--- config.mk ---
export PLATFORM = sky130hd
export DESIGN_NAME = spaa_ctrl
export DESIGN_NICKNAME = d
export VERILOG_FILES = /design/src/hdl/spectrum_averager_autolevel_unit_macros.svh /design/src/hdl/spaa_pkg.sv /design/src/hdl/spaa_ctrl.sv
export SDC_FILE = /design/constraint.sdc
export NUM_CORES = 1
export LEC_CHECK = 0
export ABC_AREA = 1
export BUFFER_PORTS_ARGS = -buffer_cell sky130_fd_sc_hd__buf_2
export CORE_MARGIN = 8
export CORE_UTILIZATION = 51
export DETAILED_ROUTE_END_ITERATION = 8
export GPL_TIMING_DRIVEN = 0
export PLACE_DENSITY = 0.8
export SLEW_MARGIN = 15
export SYNTH_ARGS = -nofsm -noshare
export SYNTH_HDL_FRONTEND = slang
export SYNTH_SLANG_ARGS = --single-unit
--- constraint.sdc ---
create_clock -name i_clk -period 1.4 [get_ports i_clk]
set_clock_uncertainty 0.1 [all_clocks]
set_input_delay 0.14 -clock i_clk [delete_from_list [all_inputs] [get_ports i_clk]]
set_output_delay 0.14 -clock i_clk [all_outputs]
set_load 0.005 [all_outputs]
--- src/hdl/spectrum_averager_autolevel_unit_macros.svh ---
// assertion macros for the spectrum averager
`ifndef SPECTRUM_AVERAGER_AUTOLEVEL_UNIT_MACROS_SVH
`define SPECTRUM_AVERAGER_AUTOLEVEL_UNIT_MACROS_SVH

// same-cycle implication
`define SPAA_ASSERT_NOW(lbl, clk, rst_n, ante, cons, msg) \
    lbl: assert property (@(posedge clk) disable iff (!rst_n) (ante) |-> (cons)) \
        else $error(msg);

// next-cycle implication
`define SPAA_ASSERT_NEXT(lbl, clk, rst_n, ante, cons, msg) \
    lbl: assert property (@(posedge clk) disable iff (!rst_n) (ante) |=> (cons)) \
        else $error(msg);

`endif

--- src/hdl/spaa_pkg.sv ---
// shared types, constants and helpers of the spectrum averager
`default_nettype none
package spaa_pkg;
    localparam int DEF_MAX_PIXELS = 2048;
    localparam int SMP_W   = 13;
    localparam int AVG_W   = 16;
    localparam int CFG_IW  = 3;
    localparam int CFG_DW  = 13;
    localparam int IN_TW   = 16;
    localparam int OUT_TW  = 64;
    localparam int IDX_W   = 11;

    typedef enum logic [CFG_IW-1:0] {
        REG_FRAME_WIDTH  = 3'd0,
        REG_AVG_GAIN     = 3'd1,
        REG_SETTLE       = 3'd2,
        REG_FLOOR_RANK   = 3'd3,
        REG_TARGET_FLOOR = 3'd4,
        REG_MANUAL_EN    = 3'd5,
        REG_MANUAL_OFS   = 3'd6,
        REG_UNUSED       = 3'd7
    } t_reg_idx;

    typedef enum logic [8:0] {
        S_IDLE   = 9'b000000001,
        S_UPD    = 9'b000000010,
        S_OUT    = 9'b000000100,
        S_SINIT  = 9'b000001000,
        S_SCAN   = 9'b000010000,
        S_DECIDE = 9'b000100000,
        S_LOCK   = 9'b001000000,
        S_SHIFT  = 9'b010000000,
        S_REPORT = 9'b100000000
    } t_state;

    typedef struct packed {
        logic accept;
        logic update;
        logic advance;
        logic sel_init;
        logic scan;
        logic decide;
        logic lock;
        logic shift;
        logic report;
    } t_cmd;

    typedef struct packed {
        logic locked;
        logic lock_due;
        logic out_free;
        logic sweep_done;
        logic bit_zero;
    } t_stat;

    function automatic logic signed [AVG_W-1:0] sat16(input logic signed [20:0] v);
        if (v > 21'sd32767)       return 16'sh7FFF;
        else if (v < -21'sd32768) return 16'sh8000;
        else                      return v[AVG_W-1:0];
    endfunction

    function automatic logic signed [SMP_W-1:0] sat13(input logic signed [20:0] v);
        if (v > 21'sd4095)       return 13'sh0FFF;
        else if (v < -21'sd4096) return 13'sh1000;
        else                     return v[SMP_W-1:0];
    endfunction
endpackage
`default_nettype wire

--- src/hdl/spaa_ctrl.sv ---
// sequencing state machine of the spectrum averager
`default_nettype none
module spaa_ctrl (
    input  wire              i_clk,
    input  wire              i_rst_n,
    input  wire              i_in_beat,
    input  wire spaa_pkg::t_stat i_stat,
    output spaa_pkg::t_cmd   o_cmd,
    output logic             o_in_ready
);
    import spaa_pkg::*;

    t_state r_state, n_state;

    always_ff @(posedge i_clk) begin
        if (!i_rst_n) r_state <= S_IDLE;
        else          r_state <= n_state;
    end

    always_comb begin
        n_state = r_state;
        o_cmd   = '0;
        o_in_ready = 1'b0;
        unique case (r_state)
            S_IDLE: begin
                o_in_ready = 1'b1;
                if (i_in_beat) begin
                    o_cmd.accept = 1'b1;
                    n_state = S_UPD;
                end
            end
            S_UPD: begin
                o_cmd.update = 1'b1;
                n_state = S_OUT;
            end
            S_OUT: begin
                if (!i_stat.locked || i_stat.out_free) begin
                    o_cmd.advance = 1'b1;
                    n_state = i_stat.lock_due ? S_SINIT : S_IDLE;
                end
            end
            S_SINIT: begin
                o_cmd.sel_init = 1'b1;
                n_state = S_SCAN;
            end
            S_SCAN: begin
                o_cmd.scan = 1'b1;
                if (i_stat.sweep_done) n_state = S_DECIDE;
            end
            S_DECIDE: begin
                o_cmd.decide = 1'b1;
                n_state = i_stat.bit_zero ? S_LOCK : S_SCAN;
            end
            S_LOCK: begin
                o_cmd.lock = 1'b1;
                n_state = S_SHIFT;
            end
            S_SHIFT: begin
                o_cmd.shift = 1'b1;
                if (i_stat.sweep_done) n_state = S_REPORT;
            end
            S_REPORT: begin
                if (i_stat.out_free) begin
                    o_cmd.report = 1'b1;
                    n_state = S_IDLE;
                end
            end
            default: n_state = S_IDLE;
        endcase
    end
endmodule
`default_nettype wire

# [Word-level counts from Yosys, hierarchy flattened]
# Cells that the tools add are included.
[word_totals] ff_bits=9 latch_bits=0 ramBits=0 romBits=0 inputBits=8 output_inout_bits=10 elab_cells=39 mem_count=0
[classes] n_addsub=0 mul=0 n_div=0 n_lt_le_gt_ge=0 eq_ne=14 shifts=0 muxes=21 n_bitwise=0 reduce_logical=3
[ops] op="one-hot mux 9 bit (9 select lines)" count=1
[ops] op="2-to-1 mux 9 bit" count=5
[ops] op="2-to-1 mux 1 bit" count=13
[ops] op="!= test 2 bit (second input constant)" count=5
[ops] op="== test 9 x 1 -> 1 bit (second input constant)" count=1
[ops] op="== test 9 x 2 -> 1 bit (second input constant)" count=1
[ops] op="== test 9 x 3 -> 1 bit (second input constant)" count=1
[ops] op="== test 9 x 4 -> 1 bit (second input constant)" count=1
[ops] op="== test 9 x 5 -> 1 bit (second input constant)" count=1
[ops] op="== test 9 x 6 -> 1 bit (second input constant)" count=1
[ops] op="== test 9 x 7 -> 1 bit (second input constant)" count=1
[ops] op="== test 9 x 8 -> 1 bit (second input constant)" count=1
[ops] op="== test 9 bit (second input constant)" count=1
[ops] op="2-to-1 mux 7 bit" count=1
[ops] op="AND reduction 5 bit" count=1
[ops] op="2-to-1 mux 4 bit" count=1
[ops] op="zero test 1 bit" count=1
[ops] op="logical OR 1 bit" count=1

# [Depth between registers and ports, before layout]
# Gate-level depths: netlist of run 1.
[depth] word_depth=4 ltp_mapped=11 mapped_depth_nobuf=11

# [Worst setup path before layout of run 1]
# Ideal clock, no wire load.
[synth_path] kind="register -> register" startpoint="register r_state[4]" endpoint="register r_state[2]" setup_time_ns=0.113 arrival_ns=1.088 required_ns=1.187 slack_ns=0.100 path_stages_with_launch=11 n_path_buf=0 period_less_slack_ns=1.300 path_cell_list="dfxtp_1 > nor2_4 > nand2_2 > nor2_4 > nand3_2 > nand2_2 > nor2_2 > nand2_1 > nand2_1 > nand2_1 > nor2_1"
[synth_via] elab_chain_cells=3 word_cells_on_any_way=16 classes_between="eq/ne (14); mux (1); reduce/logical (1)"
[synth_rtl] element="from (decl)" line_no="spaa_ctrl.sv:13" source="t_state r_state, n_state;"
[synth_rtl] element="from (signal assigned)" line_no="spaa_ctrl.sv:17" source="else r_state <= n_state;"
[synth_rtl] element="== test 9 x 3 -> 1 bit, or another cell as far along" line_no="spaa_ctrl.sv:24" source="unique case (r_state)"
[synth_rtl] element="!= test 2 bit (no line)"
[synth_rtl] element="AND reduction 5 bit (no line)"
# Several ways; a longest one is shown, not always the timed one.
# A chain may end at the register's enable or synchronous reset.

==> results of run 1 <==
[cells by family after synthesis]
group,count (synthesis),synth area share
AOI/OAI and AO/OA,4,0.0259
buffers and inverters,31,0.154
DFF,9,0.233
and+or+nand+nor,80,0.587
[repair_timing]
action / CTS / global route
hold endpoints to repair: 0 / 0
pin swaps: 8 / 7
setup endpoints to repair: 16 / 19
setup buffers: 7 / 2
resized for setup: 27 / 22
[path summary, 6_finish.rpt]
kind,start,end,slack (ns),cells after the start
worst min-delay path,i_stat[0],r_state[6]$_SDFFE_PN0P_,0.04,3
worst max-delay path,r_state[0]$_SDFFE_PN1P_,o_cmd[4],-0.14,6
worst min register to register,r_state[7]$_SDFFE_PN0P_,r_state[7]$_SDFFE_PN0P_,0.46,2
worst max register to register,r_state[4]$_SDFFE_PN0P_,r_state[0]$_SDFFE_PN1P_,-0.14,11
[worst min-delay path, delay by kind of cell]
kind	cells	cell delay, ns
simple gates	1	0.08
buf+inv	2	0.15
[Yosys cell counts (all sizes together)]
| cell type | instances |
|---|---|
| a21oi | 1 |
| clkbuf | 1 |
| dfxtp | 9 |
| inv | 30 |
| nand2 | 29 |
| nand3 | 17 |
| nand4 | 2 |
| nor2 | 28 |
| nor3 | 3 |
| o21ai | 3 |
| or2 | 1 |
[power groups by stage]
stage	combinational [mW]	sequential, mW	clock [mW]
global route	1.34	0.414	0.225
floorplan	0.733	0.364	0
finish	1.24	0.409	0.209
global placement	0.896	0.372	0
detailed placement	0.923	0.373	0
CTS	1.04	0.388	0.203
[stage by stage]
step | std cells | hold slack [ns]
global route | 169 | 0.0340
global placement | 156 | 0.292
detailed placement | 156 | 0.291
floorplan | 124 | 0.179
finish | 169 | 0.0398
CTS | 167 | 0.0247
[metal layers]
metal  vias to the layer above  wire length, microns  global-route usage  share of wire
li1                        434                     -                   -              -
met2                        37                  1330               0.289           0.53
met4                         0                    77               0.112          0.031
met3                         9                   140              0.0508          0.056
met1                       439                   957               0.173           0.38
met5                         -                     0                   0              0
[layout make-up]
type                       count  area [sq um]  area share
multi-input combinational     84           589       0.529
inverter                      30           118       0.106
buffer                         1          3.75     0.00337
timing repair buffer          25           164       0.147
sequential                     9           193       0.173
clock buffer                   4          26.3      0.0236
tap                           16          20.0      0.0180
==> out/results.tsv, run 1 <==
metric	value	unit
status	finished, violations left	
failing checks	setup timing	
Total Wirelength	2510	microns
Slew headroom	0.716	
final hold vios	0	
syn_nets	132	
Worst-Margin Slew	0.427	ns
Horiz. Die Dim	54.9	microns
power share of the sequential group	0.221	
Vias	919	
CP peak stage delay	0.32	ns
CTS H-tree lvls	1	
Setup TNS	-1.45	ns
Hold Buf Count CTS	0	
Final setup viols	19	
cell mode on critical path	inv_2	
Syn Inst Count	124	
Final Util	0.766	
family with the most delay on the worst path	simple AND/OR/NAND/NOR gates	
I/O pin cnt	18	
RSZ-0062 raised after global routing	yes	
MaxCap Viol Count	0	
HP Class	input pin to register	
core area	1450	sq um
Vias/cell	5.44	
Avg Inst Size Synth	6.23	sq um
biggest regs	r_state: 9 flops	
Switching Fraction	0.508	
largest reg by FF count	r_state	
Worst Path Required	1.16	ns
crit path max fanout	6	
Yosys warnings	0	
Buf/Inv on CP	3	
total CTS buffers	3	
leakage	0.644	nW
max FFs per register	9	
total power	1.86	mW
I/O Buffers	16	
Seq/Total Area, Yosys	0.233	
number of global-route vias before repair	848	
Max Fclk	651	MHz
critical path data arrival time	1.30	ns
Final Cycle Share	1.10	
Int Power	0.913	mW
Die Ht	54.9	microns
gp weighted congestion	0.891	
most frequent cells in the layout	nand2_1 (18), inv_1 (18), buf_2 (14)	
Clock Sinks	9	
area leader, netlist	dfxtp_1	
clk buf depth	2	
DRT Pass-1 Iters	4	
Clk pwr share	0.113	
root buf cell	clkbuf_4	
minimum clock period	1.54	ns
Comb pwr share	0.667	
FP Rows	14	
fraction of layout cells with a size suffix above 1	0.556	
synthesis-stage register bit count	9	
Crit. End Element	primary output	
initial antenna violation count	0	
VDD IR max	0.000863	V
CP max stage cell	dfxtp_2	
Design Area, Final	1110	sq um
Cell Area, Placed	872	sq um
Final Max Slew Viols	0	
PwrDens	1670	nW/um^2
DRC	0	
DRT antenna net count	0	
ant diodes	0	
first-pass GRT wire length	3590	microns
number of fill cells	100	
dpl hpwl	1480	microns
final setup margin	-0.136	ns
dominant cells by area after synthesis	dfxtp_1 (23%), inv_1 (12%), nor2_1 (11%)	
Initial Util	0.531	
DP Worst Slack	-0.0772	ns
global route overflow	0	
Synth top area share	0.233	
count of different cell masters after synthesis	20	
clk slew on worst S/H paths	0.06	ns
CP Launch Type	register	
Total Nets Final	162	
largest net degree at the start of global routing	10	
GRT Overall Usage	0.168	
Cell Chain, Critical Path	inv_2, nand2_4, nor2_8, nand3_4, inv_2, buf_2	
DR WL/cell	14.8	microns
DRT iter0 DRCs	45	
WS Path Type	register to primary output	
die area	3010	sq um
NetSw	0.942	mW
CTS tree	yes	
P&R area growth vs syn	44.2	%
synthesized area	772	sq um
Clock Latency Late Sink	0.27	ns
Note: power is estimated with default switching activity, not from simulation.
==> inputs of run 2 (changes only) <==
--- a/config.mk
+++ b/config.mk
@@ -8,10 +8,11 @@
 export ABC_AREA = 1
 export BUFFER_PORTS_ARGS = -buffer_cell sky130_fd_sc_hd__buf_2
 export CORE_MARGIN = 8
-export CORE_UTILIZATION = 51
+export CORE_UTILIZATION = 54
+export CTS_BUF_LIST = sky130_fd_sc_hd__clkbuf_8
 export DETAILED_ROUTE_END_ITERATION = 8
 export GPL_TIMING_DRIVEN = 0
-export PLACE_DENSITY = 0.8
+export PLACE_DENSITY = 0.84
 export SLEW_MARGIN = 15
 export SYNTH_ARGS = -nofsm -noshare
 export SYNTH_HDL_FRONTEND = slang
==> run 2 against run 1 <==
  * The flow still finishes with violations (setup timing)
  * Combinational power is 14% lower
  * Count of clock-buffer cells in the layout is 1 lower
  * Wire length is 11% lower
  * Global-route usage is 3.0 points lower
  * Final cell count is 3.6% lower
  * Via count is 7.3% lower
  * Critical path depth is 5 higher
  * Sequential cell count stayed put
  * Register-to-register slack hardly changed
  * Core utilization is 1.3 points higher
  * Maximum frequency is 0.94% higher
  * Sequential share of layout area is 1.4 points higher
==> out/results.tsv, run 2 (synthesis gave the netlist of run 1 again) <==
metric	value	unit
number of fill cells	90	
Total Wirelength	2220	microns
R2R Path Start	r_state[5]$_SDFFE_PN0P_	
commonest non-fill, non-tap cell in the layout	inv_1	
Vias/cell	5.23	
RSZ-0062 raised after global routing	yes	
clk slew on worst S/H paths	0.05	ns
setup slack, reg-to-reg	-0.12	ns
GRT Overall Usage	0.138	
cell mode on critical path	nand2_1	
hold worst-path end	r_state[3]$_SDFFE_PN0P_	
Max Fclk	657	MHz
Cell Chain, Critical Path	nor2_4, buf_4, nand3_1, nor2_1, nand2_2, inv_1, nor2_2, nand2_1, nand2_1, nand2_1, nor2_1	
max FFs per register	9	
Final Cycle Share	1.09	
VDD IR max	0.000941	V
P&R area growth vs syn	32.9	%
CTS tree	yes	
FP Rows	13	
Vias	852	
register area	191	sq um
HP Class	input pin to register	
status	finished, violations left	
DRT antenna net count	0	
CP Launch Type	register	
Crit. End Element	register	
Total Nets Final	157	
Reg2Reg Depth	11	
Slew headroom	0.713	
DRT Pass-1 Iters	6	
final setup margin	-0.122	ns
dpl hpwl	1450	microns
gp weighted congestion	0.876	
CTS H-tree lvls	1	
I/O Buffers	16	
crit path max fanout	3	
Worst Hold Depth	3	
PwrDens	1730	nW/um^2
min-delay src	i_stat[3]	
fraction of layout cells with a size suffix above 1	0.453	
Final setup viols	17	
Clock Latency Late Sink	0.24	ns
Setup TNS	-1.02	ns
CP max stage cell	dfxtp_2	
Horiz. Die Dim	53.8	microns
DRC	0	
Worst-Margin Slew	0.431	ns
Worst Path Required	1.43	ns
final hold vios	0	
area taken by multi-input logic gates	541	sq um
global route overflow	0	
WS Path Type	register to register	
core area	1320	sq um
leakage	0.626	nW
Initial Util	0.586	
largest reg by FF count	r_state	
DRT iter0 DRCs	31	
biggest regs	r_state: 9 flops	
ant diodes	0	
die area	2900	sq um
largest net degree at the start of global routing	10	
first-pass GRT wire length	2930	microns
Die Ht	53.8	microns
total CTS buffers	3	
failing checks	setup timing	
critical path data arrival time	1.55	ns
root buf cell	clkbuf_8	
initial antenna violation count	0	
reg2reg end	r_state[2]$_SDFFE_PN0P_	
Clock Sinks	9	
I/O pin cnt	18	
MaxCap Viol Count	0	
CP peak stage delay	0.33	ns
total power	1.77	mW
most frequent cells in the layout	inv_1 (22), nand2_1 (18), nor2_1 (18)	
number of global-route vias before repair	706	
minimum clock period	1.52	ns
DR WL/cell	13.6	microns
Final Max Slew Viols	0	
clk buf depth	2	
[run 2: cell count changes in the layout (fill, tap and decap cells not counted), sizes merged]
cell,before,now
clkinv,0,1
clkbuf,5,4
buf,25,20
[run 2: how the worst max path moves through the flow]
stage                         endpoint                     from  slack [ns]  depth (start not counted)
6_report       r_state[2]$_SDFFE_PN0P_  r_state[5]$_SDFFE_PN0P_       -0.12                         11
3_3_place_gp   r_state[2]$_SDFFE_PN0P_  r_state[4]$_SDFFE_PN0P_       -0.02                         10
4_1_cts        r_state[2]$_SDFFE_PN0P_  r_state[5]$_SDFFE_PN0P_       -0.07                         11
3_5_place_dp   r_state[2]$_SDFFE_PN0P_  r_state[7]$_SDFFE_PN0P_       -0.05                         10
2_1_floorplan  r_state[2]$_SDFFE_PN0P_  r_state[4]$_SDFFE_PN0P_         0.1                         10
5_1_grt        r_state[2]$_SDFFE_PN0P_  r_state[5]$_SDFFE_PN0P_       -0.22                         11
[run 2: through the flow]
step                      hold WS [ns]  instance area, sq um  instances  setup slack [ns]  utilization
after floorplan                  0.179                   772        124            0.0998            -
after global placement           0.291                   871        155           -0.0162        0.661
after detailed placement         0.290                   871        155           -0.0541        0.661
after CTS                       0.0481                   958        161           -0.0665        0.727
after global routing            0.0702                  1030        163            -0.223        0.779
final                           0.0633                  1030        163            -0.122        0.779
[run 2: power breakdown]
group | total, mW | leakage, nW | switching, mW | internal, mW
sequential | 0.394 | 0.0769 | 0.0675 | 0.326
clock | 0.314 | 0.0255 | 0.119 | 0.195
combinational | 1.07 | 0.524 | 0.690 | 0.375
total | 1.77 | 0.626 | 0.877 | 0.897
[run 2: cell type report]
| cell class | count | area share |
|---|---|---|
| timing repair buffer | 20 | 0.107 |
| tap | 15 | 0.0183 |
| multi-input combinational | 84 | 0.527 |
| inverter | 30 | 0.112 |
| sequential | 9 | 0.187 |
| clock inverter | 1 | 0.00488 |
| buffer | 1 | 0.00366 |
| clock buffer | 3 | 0.0402 |
[run 2: worst max-delay path, delay by kind of cell, from the launching register on]
kind / cells / cell delay (ns)
and+or+nand+nor: 9 / 0.76
DFF: 1 / 0.33
buffers and inverters: 2 / 0.22
[run 2: routing by layer]
layer,part of all wire,global-route usage
met1,0.40,0.159
met2,0.51,0.222
met5,0,0
met3,0.079,0.0496
met4,0.018,0.0630
[run 2: what timing repair did]
| item | CTS | global route |
|---|---|---|
| hold buffers | 0 | 0 |
| buffers inserted | 2 | 2 |
| endpoints found under the setup margin | 14 | 19 |
| gates resized for setup | 12 | 14 |
| pin swaps | 2 | 5 |
